<file path="src/rtl/windowed_trial_sample_store_defines.svh">
// Assertion macros shared by the sample store RTL.
`ifndef WINDOWED_TRIAL_SAMPLE_STORE_DEFINES_SVH
`define WINDOWED_TRIAL_SAMPLE_STORE_DEFINES_SVH

// Same-cycle implication, checked on the rising clock edge outside reset.
`define WTSS_ASSERT_IMP(lbl, ante, cons) \
   lbl: assert property (@(posedge clock) disable iff (reset) (ante) |-> (cons)) \
      else $error("windowed_trial_sample_store: check failed");

// Next-cycle implication, checked on the rising clock edge outside reset.
`define WTSS_ASSERT_NEXT(lbl, ante, cons) \
   lbl: assert property (@(posedge clock) disable iff (reset) (ante) |=> (cons)) \
      else $error("windowed_trial_sample_store: check failed");

`endif

</file>
<file path="src/rtl/wtss_pkg.sv">
// Shared constants, codes and types of the windowed trial sample store.
package wtss_pkg;

   localparam int TRIALS      = 8;
   localparam int SAMPLES     = 256;
   localparam int SLOT_W      = $clog2(TRIALS);
   localparam int IDX_W       = $clog2(SAMPLES);
   localparam int ADDR_W      = SLOT_W + IDX_W;
   localparam int MEM_DEPTH   = TRIALS * SAMPLES;
   localparam int COUNT_W     = $clog2(SAMPLES + 1);
   localparam int HELD_W      = $clog2(TRIALS + 1);
   localparam int QUEUE_DEPTH = 2;
   localparam int QPTR_W      = $clog2(QUEUE_DEPTH);
   localparam int QCNT_W      = $clog2(QUEUE_DEPTH + 1);

   localparam int KIND_W      = 3;
   localparam int REQ_DATA_W  = 80;
   localparam int RSP_DATA_W  = 120;

   localparam logic [KIND_W-1:0] KIND_NEW_RUN  = 3'd0;
   localparam logic [KIND_W-1:0] KIND_CLEAR    = 3'd1;
   localparam logic [KIND_W-1:0] KIND_APPEND   = 3'd2;
   localparam logic [KIND_W-1:0] KIND_READ_CUR = 3'd3;
   localparam logic [KIND_W-1:0] KIND_READ_RUN = 3'd4;

   typedef struct packed {
      logic               mem_we;
      logic               mem_re;
      logic [ADDR_W-1:0]  addr;
      logic [31:0]        wr_time;
      logic [31:0]        wr_value;
      logic               ok;
      logic [31:0]        run_number;
      logic [COUNT_W-1:0] run_samples;
      logic [COUNT_W-1:0] current_samples;
      logic [HELD_W-1:0]  stored_runs;
   } cmd_type;

   typedef struct packed {
      logic full;
      logic empty;
   } qstat_type;

endpackage

</file>
<file path="src/rtl/wtss_queue.sv">
// Short command queue between the front and back parts.
module wtss_queue (
   input  logic                 clock,
   input  logic                 reset,
   input  logic                 push,
   input  wtss_pkg::cmd_type    push_cmd,
   input  logic                 pop,
   output wtss_pkg::cmd_type    head_cmd,
   output wtss_pkg::qstat_type  q_status
);
   import wtss_pkg::*;

   cmd_type             slots_ff [QUEUE_DEPTH];
   logic [QPTR_W-1:0]   wr_ptr_ff, wr_ptr_in;
   logic [QPTR_W-1:0]   rd_ptr_ff, rd_ptr_in;
   logic [QCNT_W-1:0]   count_ff, count_in;

   assign head_cmd       = slots_ff[rd_ptr_ff];
   assign q_status.full  = (count_ff == QCNT_W'(QUEUE_DEPTH));
   assign q_status.empty = (count_ff == '0);

   always_comb begin
      wr_ptr_in = wr_ptr_ff;
      rd_ptr_in = rd_ptr_ff;
      count_in  = count_ff;
      if (push) begin
         wr_ptr_in = (wr_ptr_ff == QPTR_W'(QUEUE_DEPTH - 1)) ? '0 : wr_ptr_ff + QPTR_W'(1);
      end
      if (pop) begin
         rd_ptr_in = (rd_ptr_ff == QPTR_W'(QUEUE_DEPTH - 1)) ? '0 : rd_ptr_ff + QPTR_W'(1);
      end
      if (push && !pop) begin
         count_in = count_ff + QCNT_W'(1);
      end else if (pop && !push) begin
         count_in = count_ff - QCNT_W'(1);
      end
   end

   always_ff @(posedge clock) begin
      if (reset) begin
         wr_ptr_ff <= '0;
         rd_ptr_ff <= '0;
         count_ff  <= '0;
      end else begin
         wr_ptr_ff <= wr_ptr_in;
         rd_ptr_ff <= rd_ptr_in;
         count_ff  <= count_in;
      end
   end

   always_ff @(posedge clock) begin
      if (push) begin
         slots_ff[wr_ptr_ff] <= push_cmd;
      end
   end

endmodule

</file>
<file path="config.mk">
export PLATFORM = sky130hd
export DESIGN_NAME = wtss_queue
export DESIGN_NICKNAME = d
export VERILOG_FILES = /design/src/rtl/windowed_trial_sample_store_defines.svh /design/src/rtl/wtss_pkg.sv /design/src/rtl/wtss_queue.sv
export SDC_FILE = /design/constraint.sdc
export NUM_CORES = 1
export LEC_CHECK = 0
export ABC_AREA = 1
export BUFFER_PORTS_ARGS = -buffer_cell sky130_fd_sc_hd__buf_2
export CAP_MARGIN = 20
export CORE_MARGIN = 2
export CORE_UTILIZATION = 56
export CTS_CLUSTER_DIAMETER = 120
export DETAILED_ROUTE_END_ITERATION = 16
export PLACE_DENSITY = 0.95
export SLEW_MARGIN = 20
export SYNTH_ARGS = -nofsm -noshare
export SYNTH_HDL_FRONTEND = slang
export SYNTH_SLANG_ARGS = --single-unit
</file>
<file path="constraint.sdc">
create_clock -name clock -period 20.3 [get_ports clock]
set_clock_uncertainty 0.1 [all_clocks]
set_input_delay 6.09 -clock clock [delete_from_list [all_inputs] [get_ports clock]]
set_output_delay 6.09 -clock clock [all_outputs]
set_load 0.01 [all_outputs]
</file>
==> metrics.txt <==
outcome completed; Crit Path Class reg2out; setup TNS 0 ns; Multi-input gate area 1890 µm²; Final Cycle Share 0.458; PD cells 98.9 nW/µm²; vias in the first global route 5207; Nets just under 900; met3 track demand over resource 0.0471; Distinct cells, synth 17; Max Slew Vio Count 0; final worst slack 11.00 ns; Post-CTS Setup Bufs 0; port buffer count 269; die span in y ~140 µm; synth warn 0; count of final hold-check violations 0; DRT iter0 DRCs 281; GRT Overall Usage 0.181; cts hold-fix bufs 0; LEAKAGE about 0.0049 µW; antenna violations before repair 2; Filler Cell Count 1105; min-delay worst type reg2reg; Peak VDD IR about 0.09 mV; H-tree Lvls 1; total power 1230 µW; critical path arrival 3.11 ns; Post-Layout Cell Count 980; critical path cell sequence buf_4, mux2_2, buf_2; Mapped Nets roughly 580; TritonCTS clock tree done; antenna viol nets, final 0; post-route minimum period 9.30 ns; sequential-to-total area share from yosys stat 0.796; CTS Root Cell clkbuf_16; Post-Place Cells about 930; unrepaired setup endpoints after global routing false; Post-Syn Area 10100 µm²; R2R Path Start wr_ptr_ff$_SDFFE_PP0P_; CP startpoint kind flop; clock sinks 269; ratio of cells with drive above 1 in the final layout 0.591; final wirelength 18000 µm; Synth Instances 444; Post-DP HPWL 12300 µm; Critical Path Fanout Max 70; worst reg-to-reg path cell count 3; DRC viols 0; routability congestion estimate 0.754; most frequent cells in the layout 269 x buf_2, 264 x edfxtp_1, 80 x mux2_4, 52 x mux2_2, 27 x clkbuf_16; met1 Usage GRT 0.221; MaxCap Viol Count 0; TritonRoute pass-1 iters 4; measured slew at the worst slew-check pin 1.10 ns; drt via density 5.12; via count of the routed design around 5000; clk_lat worst skew approximately 0.5 ns; Worst setup EP type primary output; Setup-failing EPs final 0; most common cell after layout, fill and taps aside buf_2; I/O pin count 270; routed len/inst 18.4 µm; crit path to head_cmd[117]; initial core utilization 0.565; CP max stage delay a little over 1 ns; routing usage on met2 0.316; TritonCTS Buffers 26; Syn Area/Cell ~23 µm²; largest net degree at the start of global routing 75; num rows 49; flops & latches, synth 269; global route hottest layer met2; CORE AREA approximately 18000 µm²; register area 8030 µm²; worst slack at placement between 10 and 15 ns; DIE AREA 19100 µm²; Achievable Freq 0.108 GHz; Required @ worst endpoint 14.11 ns; first-pass GRT wire length 27400 µm; normalized max-slew margin 0.267; Clock Tree Buf Depth 3; R2R Setup Slk ~17 ns; reg2reg end slots_ff[0][81]$_DFFE_PP_; grt ovf 0; Max stage delay cell, worst path dfxtp_4; Clk pin slew, worst setup/hold paths roughly 0.06 ns; PostCTS Resize Cnt 0; die width approximately 140 µm; Area growth syn-to-layout 23.2%
[synth_stat cells (all sizes together)]
cell type | n | area [µm²]
xnor2 | 1 | 8.76
edfxtp | 264 | 7930
nand4 | 1 | 6.26
mux2 | 132 | 1790
nor3 | 1 | 5.00
inv | 9 | 33.8
nor2 | 7 | 26.3
a21oi | 1 | 5.00
ha | 1 | 12.5
nand3 | 1 | 5.00
nand2 | 5 | 18.8
dfxtp | 5 | 100
o21ai | 1 | 5.00
buf | 15 | 141
[flip-flops by register name, summed over array words and instances, names as in the netlist, named ones only]
signal and cells:
count_ff 2, rd_ptr_ff 1, slots_ff 264, wr_ptr_ff 1
[kinds of logic after synthesis]
| family | Yosys count | synth area share |
|---|---|---|
| DFF | 269 | 0.796 |
| buffers and inverters | 24 | 0.0174 |
| AOI/OAI and AO/OA | 2 | 0.000992 |
| and+or+nand+nor | 15 | 0.00608 |
| xor gates and xnor gates | 1 | 0.000869 |
| adders and majority gates | 1 | 0.00124 |
| muxes | 132 | 0.177 |
[metal layers]
layer | part of all wire | vias up | wire [µm]
li1 | - | 2327 | -
met4 | 0.026 | 2 | 470
met3 | 0.069 | 40 | 1250
met2 | 0.52 | 212 | 9430
met5 | 0.00072 | - | 13
met1 | 0.38 | 2437 | 6870
[critical path: cells and delay by family (launching register included)]
family,cells,cell delay (ns)
buffers and inverters,2,1.06
DFF,1,1.03
muxes,1,0.42
[per-stage QoR]
step,util,hold WS (ns),area (µm²)
floorplan,-,0.380,10100
global placement,0.651,0.395,11600
detailed placement,0.651,0.402,11600
CTS,0.696,0.442,12400
global route,0.696,0.478,12400
finish,0.696,0.448,12400
[worst min path at each step]
stage	cells after the start	slack, ns	end	start
after global routing	2	0.48	count_ff[0]$_SDFFE_PP0P_	count_ff[0]$_SDFFE_PP0P_
final	2	0.45	count_ff[0]$_SDFFE_PP0P_	count_ff[0]$_SDFFE_PP0P_
after global placement	2	0.40	rd_ptr_ff$_SDFFE_PP0P_	rd_ptr_ff$_SDFFE_PP0P_
after floorplan	2	0.38	flop	rd_ptr_ff$_SDFFE_PP0P_
after CTS	2	0.44	count_ff[0]$_SDFFE_PP0P_	count_ff[0]$_SDFFE_PP0P_
after detailed placement	2	0.40	flop	rd_ptr_ff$_SDFFE_PP0P_
[area by class of cell]
cell class,instances,area share
repair buffers,273,0.111
flip-flops and latches,269,0.646
clock inverters,7,0.00282
well taps,229,0.0231
inverters,9,0.00312
multi-input cells,151,0.152
clock buffers,41,0.0618
diodes,1,0.000201
[power breakdown]
group,internal [µW],switching (µW)
registers,644,13.7
clock network,259,183
logic,67.3,62.0
Power figures use the tool's default switching activity.
